$ cat src/rtl/sops_pkg.sv
package sops_pkg;
   localparam int LIMIT_W = 17;
   localparam int COUNT_W = 14;
   localparam int PRIME_W = 17;
   localparam int BSIZE_W = 17;
   localparam int CSR_AW = 2;
   localparam logic [CSR_AW-1:0] REG_BLOCK_SIZE = 2'd0;
   localparam logic [BSIZE_W-1:0] BSIZE_RESET = 17'd1024;

   typedef struct packed {
      logic [PRIME_W-1:0] third_largest_prime;
      logic [PRIME_W-1:0] second_largest_prime;
      logic [PRIME_W-1:0] largest_prime;
      logic [COUNT_W-1:0] prime_count;
   } result_type;
endpackage

$ cat src/rtl/sops_divider.sv
module sops_divider (
   input  logic clock,
   input  logic reset,
   input  logic start,
   input  logic [sops_pkg::LIMIT_W:0] dividend,
   input  logic [sops_pkg::LIMIT_W:0] divisor,
   output logic done,
   output logic [sops_pkg::LIMIT_W:0] remainder
);
   import sops_pkg::*;
   localparam int W = LIMIT_W + 1;

   logic [W-1:0] quo_ff, quo_in;
   logic [W-1:0] rem_ff, rem_in;
   logic [W-1:0] dsr_ff, dsr_in;
   logic [$clog2(W+1)-1:0] cnt_ff, cnt_in;
   logic busy_ff, busy_in;
   logic done_ff, done_in;
   logic [W:0] trial;

   always_comb begin
      quo_in = quo_ff;
      rem_in = rem_ff;
      dsr_in = dsr_ff;
      cnt_in = cnt_ff;
      busy_in = busy_ff;
      done_in = 1'b0;
      trial = {rem_ff, quo_ff[W-1]} - {1'b0, dsr_ff};
      if (start) begin
         quo_in = dividend;
         rem_in = '0;
         dsr_in = divisor;
         cnt_in = '0;
         busy_in = 1'b1;
      end else if (busy_ff) begin
         quo_in = {quo_ff[W-2:0], 1'b0};
         if (!trial[W]) begin
            rem_in = trial[W-1:0];
         end else begin
            rem_in = {rem_ff[W-2:0], quo_ff[W-1]};
         end
         cnt_in = cnt_ff + 1'b1;
         if (cnt_ff == ($clog2(W+1))'(W - 1)) begin
            busy_in = 1'b0;
            done_in = 1'b1;
         end
      end
   end

   always_ff @(posedge clock) begin
      if (reset) begin
         busy_ff <= 1'b0;
         done_ff <= 1'b0;
         cnt_ff <= '0;
      end else begin
         busy_ff <= busy_in;
         done_ff <= done_in;
         cnt_ff <= cnt_in;
      end
      quo_ff <= quo_in;
      rem_ff <= rem_in;
      dsr_ff <= dsr_in;
   end

   assign done = done_ff;
   assign remainder = rem_ff;

`ifndef SYNTHESIS
   a_done_pulse: assert property (@(posedge clock) disable iff (reset)
      done_ff |=> !done_ff) else $error("divider done lasted two cycles");
   a_busy_done: assert property (@(posedge clock) disable iff (reset)
      done_in |-> busy_ff) else $error("divider done without busy");
   a_idle_after: assert property (@(posedge clock) disable iff (reset)
      (done_ff && !start) |-> !busy_ff) else $error("divider busy after done");
`endif
endmodule

$ cat config.mk
export PLATFORM = sky130hd
export DESIGN_NAME = sops_divider
export DESIGN_NICKNAME = d
export VERILOG_FILES = /design/src/rtl/sops_pkg.sv /design/src/rtl/sops_divider.sv
export SDC_FILE = /design/constraint.sdc
export NUM_CORES = 1
export LEC_CHECK = 0
export BUFFER_PORTS_ARGS = -buffer_cell sky130_fd_sc_hd__buf_2
export CAP_MARGIN = 15
export CORE_ASPECT_RATIO = 0.6
export CORE_MARGIN = 5
export CORE_UTILIZATION = 40
export DETAILED_ROUTE_END_ITERATION = 10
export PLACE_DENSITY = 0.64
export SLEW_MARGIN = 10
export SYNTH_ARGS = -nofsm -noshare
export SYNTH_HDL_FRONTEND = slang
export SYNTH_SLANG_ARGS = --single-unit
$ cat constraint.sdc
create_clock -name clock -period 2.41 [get_ports clock]
set_input_delay 0.3615 -clock clock [delete_from_list [all_inputs] [get_ports clock]]
set_output_delay 0.3615 -clock clock [all_outputs]
set_load 0.02 [all_outputs]
## Yosys cells after proc, flatten, opt, wreduce, memory -nomap -nowiden

Cells that the tools add are included.

| cells by class | value |
|---|---|
| bitwise operators | 1 |
| reductions and logical operators | 3 |
| add/sub/neg operators | 2 |
| eq/ne operators | 1 |
| muxes and demuxes | 7 |

Operators by type and width:

| operator | count |
|---|---|
| 2-to-1 mux 18 bit | 3 |
| subtractor 19 x 18 -> 19 bit | 1 |
| adder 5 x 1 -> 5 bit, second input constant | 1 |
| equality test 5 bit, second input constant | 1 |
| 2-to-1 mux 1 bit | 4 |
| OR reduction 3 bit | 1 |
| nonzero test 2 bit | 1 |
| OR reduction 2 bit | 1 |
| NOT 1 bit | 1 |

| word-level totals | value |
|---|---|
| register bits after elaboration | 61 |
| output and inout bits | 19 |
| logic and storage cells | 20 |
| input port bits | 39 |

## Longest topological paths before layout

Gate-level depths: netlist (run 1).

| logic depth | value |
|---|---|
| depth in word-level cells | 4 |
| gate-level depth with buffers | 11 |
| depth with buffers taken out | 10 |

## Worst setup path before layout (run 1)

OpenSTA, ideal clock, no wires.

| timing path | value |
|---|---|
| kind | reg-to-reg |
| start | register rem_ff[0], in the netlist remainder[0] |
| end | register rem_ff[11], in the netlist remainder[11] |
| required time | 2.319 ns |
| stages on the path, launching flop included | 11 |
| setup time | 0.091 ns |
| arrival | 2.407 ns |
| period minus slack after synthesis | 2.498 ns |
| path slack | -0.088 ns |
| path buffers | 1 |
| cell sequence | dfxtp_1 inv_1 fa_1 nand2b_1 a21oi_2 o2111ai_1 and4_4 o21ai_4 buf_6 nand3_1 a311oi_1 |

| on the way | value |
|---|---|
| word-level cells in the longest chain between the ends | 2 |

RTL lines:

| element | RTL line | source |
|---|---|---|
| start: declaration | sops_divider.sv:14 | `logic [W-1:0] rem_ff, rem_in;` |
| start signal: assignment | sops_divider.sv:61 | `rem_ff <= rem_in;` |
| subtractor 19 x 18 -> 19 bit | sops_divider.sv:28 | `trial = {rem_ff, quo_ff[W-1]} - {1'b0, dsr_ff};` |
| 2-to-1 mux 18 bit | sops_divider.sv:37 | `if (!trial[W]) begin` |

No other way between the ends.
A chain may end at the register's enable or synchronous reset.

## Worst setup path in the final report (run 1)

| timing path | value |
|---|---|
| start | register quo_ff[17] |
| end | register rem_ff[0], in the netlist remainder[0] |

| on the way | value |
|---|---|
| word-level cells in the longest chain between the ends | 2 |

RTL lines:

| element | RTL line | source |
|---|---|---|
| start: declaration | sops_divider.sv:13 | `logic [W-1:0] quo_ff, quo_in;` |
| start signal: assignment | sops_divider.sv:60 | `quo_ff <= quo_in;` |
| subtractor 19 x 18 -> 19 bit | sops_divider.sv:28 |  |
| 2-to-1 mux 18 bit (*) | sops_divider.sv:37 |  |

Mark *: on every way between the ends. The rest lies on a longest branch, timed or not.

==> results of run 1 <==
final timing paths:
kind	from	to	slack, ps	cells past startpoint
setup / recovery	quo_ff[17]	remainder[0]	-90	11
hold / removal	divisor[13]	dsr_ff[13]	200	1
setup reg to reg	quo_ff[17]	remainder[0]	-90	11
hold reg to reg	remainder[3]	remainder[3]	530	2
per-stage QoR:
stage | util | hold slack, ps | setup TNS, ps
floorplan | - | 434 | 0
global placement | 0.494 | 497 | -1850
detailed placement | 0.494 | 512 | -2890
CTS | 0.537 | 190 | -1230
global route | 0.555 | 186 | -2430
finish | 0.555 | 201 | -657
registers in the layout (all words and copies together) (netlist names):
name and count:
dsr_ff 18, quo_ff 18, remainder 18, cnt_ff 5
busy_ff 1, done 1
layer usage:
metal  part of all wire  up-vias  global-route usage
met2               0.42       79               0.245
met3              0.077       10              0.0514
li1                   -     1478                   -
met5                  0        -                   0
met4              0.013        0              0.0585
met1               0.49     1442               0.260
cell usage after synthesis, drive strengths merged, types with 2 or more instances:
master  instances
o21ai          22
nor3            2
nand2b          3
a21boi          2
a31oi           3
inv            28
a21o            3
nor2b           2
nand2          17
o31ai           2
o311ai          2
o21a            4
a41oi           2
o32ai           2
buf             8
mux2           17
o311a           2
and2            3
clkbuf          8
ha             20
dfxtp          25
nor2           33
nand3          21
xor2            8
a311oi         12
a21oi          19
edfxtp         36
o211ai          6
nand4           5
xnor2          12
placed cells by master, fill, tap and decap left out, types with 3 or more instances in the layout:
cell	Yosys	routed
buf_2	3	57
buf_4	1	46
edfxtp_1	36	36
nor2_1	33	32
inv_1	27	27
dfxtp_1	25	24
ha_1	20	18
mux2_2	17	17
nand2_1	17	17
o21ai_0	20	17
nand3_1	21	13
a21oi_1	14	12
xnor2_1	12	11
a311oi_2	0	9
clkbuf_16	0	9
xor2_1	8	8
a21oi_2	5	6
nand3_2	0	6
o211ai_1	5	5
nand4_1	4	4
o21a_1	4	4
buf_6	2	4
a21o_1	3	3
o21ai_1	1	3
and2_1	3	3
a311oi_1	12	3
critical path, stage by stage, from the launching register on:
cell and delay (ps):
edfxtp_1 350, inv_1 50, ha_2 190, fa_2 340
nand2b_4 160, a21oi_4 160, o2111ai_4 140, and4_4 200
o21ai_4 280, buf_12 170, nand3_2 80, a311oi_2 280
area by class of cell:
class,count,area [µm²],share of cell area
multi-input cells,239,1940,0.409
inverters,28,105,0.0222
flip-flops and latches,61,1580,0.334
well taps,112,140,0.0296
clock inverters,4,25.0,0.00529
repair buffers,108,696,0.147
clock buffers,12,246,0.0521
power groups by stage:
stage | clock network [mW] | logic (mW) | registers [mW]
global route | 1.26 | 0.899 | 1.25
finish | 1.18 | 0.819 | 1.24
detailed placement | 0 | 0.739 | 1.26
floorplan | 0 | 0.444 | 1.28
global placement | 0 | 0.730 | 1.25
CTS | 1.20 | 0.764 | 1.24
what timing repair did:
action,CTS,global route
gates resized for setup,17,26
setup endpoints to repair,17,18
pin swaps,10,7
setup buffers,3,3
cell families after synthesis:
logic type / share of synthesized area
muxes: 0.0575
adders and majority gates: 0.0772
xor gates and xnor gates: 0.0500
AOI/OAI and AO/OA: 0.179
DFF: 0.452
buffers and inverters: 0.0536
and+or+nand+nor: 0.131
==> impl_metrics.json, run 1 <==
{
  "outcome": "complete, but fails checks",
  "failed_checks": "setup timing",
  "p_sw_mw": 0.945,
  "clock_latency_ps": 330,
  "power_mw": 3.24,
  "synthFlopType": "edfxtp_1",
  "placed_area_um2": 4210,
  "wl_per_cell_um": 16.3,
  "syn2layout_area_growth_pct": 35.2,
  "worst_pin_slew_ps": 585,
  "netlist_top_cells_area": "edfxtp_1, dfxtp_1, ha_1",
  "dp_slack_ps": -223,
  "coreArea_um2": 8520,
  "fmax_ghz": 0.400,
  "viasPerCell": 5.34,
  "final_area_um2": 4730,
  "drive_gt1_frac": 0.405,
  "grt_pass1_vias": 2858,
  "fin_skew_ps": 5.37,
  "cts_root_buf": "clkbuf_16",
  "ys_seq_elements": 61,
  "dp_hpwl_mm": 6.74,
  "cp.required_ps": 2640,
  "dp.cells": 542,
  "report.final.slew_viol_count": 0,
  "grt-ovfl-total": 0,
  "synth.top_cell.area_share": 0.309,
  "setup_viol": 13,
  "die_y_um": 82.5,
  "path_clk_slew_ps": 50,
  "gr-usage-all-layers": 0.176,
  "critical_path_arrival_ps": 2730,
  "yosysUniqueCellTypes": 56,
  "numPortBuffers": 57,
  "switching_share": 0.292,
  "cts.path.max_buffers": 2,
  "slew_headroom": 0.610,
  "combinationalPowerShare": 0.253,
  "cts_sinks": 61,
  "synthArstFlopShare": 0,
  "clkPwrFrac": 0.364,
  "synth_area_um2": 3500,
  "drtIter0Drc": 227,
  "place_congestion": 0.900,
  "cp-end-kind": "flip-flop",
  "drc": 0,
  "synth_area_leader_cell": "edfxtp_1",
  "synth.net_count": 404,
  "cts_tree": "yes",
  "syn-instance-count": 344,
  "min-delay-path-class": "in2reg",
  "vias": 3009,
  "rows": 26,
  "diodes": 0,
  "detail-route-antenna-nets": 0,
  "postSynthAreaPerCell_um2": 10.2,
  "postCtsHoldBufs": 0,
  "grt_pass1_wl_mm": 14.5,
  "yosysSeqAreaShare": 0.452,
  "die_w_um": 131,
  "powerDensity_nw_per_um2": 684,
  "numCtsBuffers": 9,
  "wl_mm": 9.19,
  "dr.pass1.iters": 4,
  "io_pins": 58,
  "start_kind": "flip-flop",
  "antenna_found_initial": 0,
  "crit_fanout": 7,
  "n_fill_cell": 764,
  "synth_enable_flop_cells": 36,
  "pwr-share-seq": 0.383,
  "fin_crit_sh": 1.04,
  "die-area_um2": 10800,
  "ir_drop_mv": 0.472,
  "hold_viol": 0,
  "intPower_mw": 2.29,
  "rsz0062_at_grt": "true",
  "fin_crit_ps": 2500,
  "grt_max_degree": 31,
  "layout_setup_ws_ps": -92.6,
  "fin_cells": 564,
  "initial_core_util": 0.411,
  "cap_violations": 0,
  "yosysWarnings": 0,
  "nets": 507,
  "leakage_nw": 2.00,
  "htree_levels": 3,
  "worstSetupPathType": "reg2reg"
}
(Power assumes the default switching activity.)
==> run 2: changes to the inputs <==
Settings changed: CORE_UTILIZATION 40 to 25, PLACE_DENSITY 0.64 to 0.45.
==> run 2 against run 1 <==
The flow still finishes with violations (setup timing). Clock power up 18%. Maximum frequency down 2.1%. Via count up 2.1%. Critical path type unchanged. Largest power group is now clock.
==> impl_metrics.json, run 2 (synthesis results as in run 1) <==
{
  "vias": 3073,
  "detail-route-antenna-nets": 0,
  "coreArea_um2": 13700,
  "io_pins": 58,
  "nets": 526,
  "layout_setup_ws_ps": -145,
  "outcome": "complete, but fails checks",
  "numCtsBuffers": 9,
  "crit_fanout": 2,
  "r2r_start": "quo_ff[17]",
  "antenna_found_initial": 0,
  "numPortBuffers": 57,
  "dp_hpwl_mm": 7.87,
  "viasPerCell": 4.63,
  "fin_skew_ps": 7.02,
  "wl_mm": 10.5,
  "drtIter0Drc": 209,
  "min-delay-path-class": "in2reg",
  "htree_levels": 3,
  "initial_core_util": 0.255,
  "rrSetupSlack_ps": -150,
  "whs_endpoint": "dsr_ff[13]",
  "r2r.worst_path.cells": 13,
  "cap_violations": 0,
  "diodes": 0,
  "worst_pin_slew_ps": 649,
  "leakage_nw": 2.14,
  "die_w_um": 163,
  "dr.pass1.iters": 4,
  "gr-usage-all-layers": 0.129,
  "cp-end-kind": "flip-flop",
  "die_y_um": 102,
  "failed_checks": "setup timing",
  "clock_latency_ps": 330,
  "fin_crit_sh": 1.06,
  "hold_viol": 0,
  "hold_depth": 1,
  "worstSetupPathType": "reg2reg",
  "cts_sinks": 61,
  "grt_pass1_wl_mm": 16.3,
  "grt-ovfl-total": 0,
  "grt_pass1_vias": 3003,
  "postCtsHoldBufs": 0,
  "cts_tree": "yes",
  "wl_per_cell_um": 15.8,
  "cts.path.max_buffers": 2,
  "syn2layout_area_growth_pct": 45.1,
  "most-common-layout-cells": "buf_2, buf_4, edfxtp_1",
  "ir_drop_mv": 0.318,
  "hold_start": "divisor[13]",
  "power_mw": 3.54,
  "rsz0062_at_grt": "true",
  "drc": 0,
  "crit-reg2reg-capture": "remainder[12]",
  "start_kind": "flip-flop",
  "die-area_um2": 16600,
  "fin_crit_ps": 2560,
  "fmax_ghz": 0.391,
  "report.final.slew_viol_count": 0,
  "fin_util": 0.371,
  "slew_headroom": 0.567,
  "rows": 33,
  "drive_gt1_frac": 0.437,
  "grt_max_degree": 19,
  "cts_root_buf": "clkbuf_16",
  "place_congestion": 0.875,
  "setup_viol": 17,
  "critical_path_arrival_ps": 2800,
  "layout_commonest_cell": "buf_2",
  "cp.required_ps": 2650,
  "powerDensity_nw_per_um2": 697,
  "path_clk_slew_ps": 60
}
[run 2: changes by cell type in the layout (fill, tap and decap cells not counted), moves of 2 or more]
cell,delta
a311oi_1,+3
a311oi_2,-3
buf_12,+2
buf_4,+10
buf_6,+6
bufinv_16,+2
clkbuf_1,-2
o21ai_0,-7
o21ai_2,+7
[run 2: worst max-delay path: stages (launching register included)]
cell	delay [ps]
edfxtp_1	340
inv_1	50
ha_2	190
fa_2	350
nand2b_4	160
a21oi_4	210
buf_6	130
buf_6	80
buf_4	100
o21ai_2	70
a31oi_2	190
xor2_1	220
o21ai_1	130
a311oi_2	260
[run 2: worst max-delay path by stage]
stage                                to  cells after the start  startpoint  slack, ps
final                     remainder[12]                     13  quo_ff[17]       -150
after global routing      remainder[12]                     13  quo_ff[17]       -240
after CTS                  remainder[6]                     11  quo_ff[17]       -140
after detailed placement   remainder[6]                     11  quo_ff[17]       -320
after global placement    remainder[16]                     11  quo_ff[17]       -190
after floorplan           remainder[11]                     11  quo_ff[17]         20
[run 2: report_power, final]
| group | leakage, nW | internal (mW) | switching [mW] |
|---|---|---|---|
| Clock | 0.151 | 0.899 | 0.489 |
| Combinational | 1.43 | 0.426 | 0.485 |
| Sequential | 0.563 | 1.20 | 0.0459 |
| Total | 2.14 | 2.52 | 1.02 |
[run 2: metal layers]
| layer | track usage | share of wire | vias to the layer above |
|---|---|---|---|
| met3 | 0.0386 | 0.081 | 11 |
| li1 | - | - | 1518 |
| met1 | 0.204 | 0.53 | 1456 |
| met5 | 0 | 0 | - |
| met4 | 0.0296 | 0.011 | 0 |
| met2 | 0.165 | 0.38 | 88 |
[run 2: cell type report]
cell class / count / area (µm²)
sequential: 61 / 1580
tap: 192 / 240
timing repair buffer: 127 / 903
inverter: 28 / 105
multi-input combinational: 239 / 1930
clock inverter: 7 / 90.1
clock buffer: 9 / 225
fill: 1421 / 8630
[run 2: stage by stage]
step                      std cells  area (µm²)  setup slack (ps)  hold WS (ps)  TNS [ps]
after detailed placement        635        4430              -318           512     -3860
final                           663        5080              -145           199     -1390
after global placement          635        4430              -194           497     -2660
after global routing            663        5080              -243           193     -3170
after floorplan                 344        3520              15.4           434         0
after CTS                       658        4900              -135           183     -1090
[run 2: timing repair]
| item | in CTS | in global routing |
|---|---|---|
| buffers inserted | 7 | 4 |
| gates resized for setup | 32 | 27 |
| gates cloned | 0 | 1 |
| endpoints found under the setup margin | 18 | 18 |
| pin swaps | 19 | 18 |
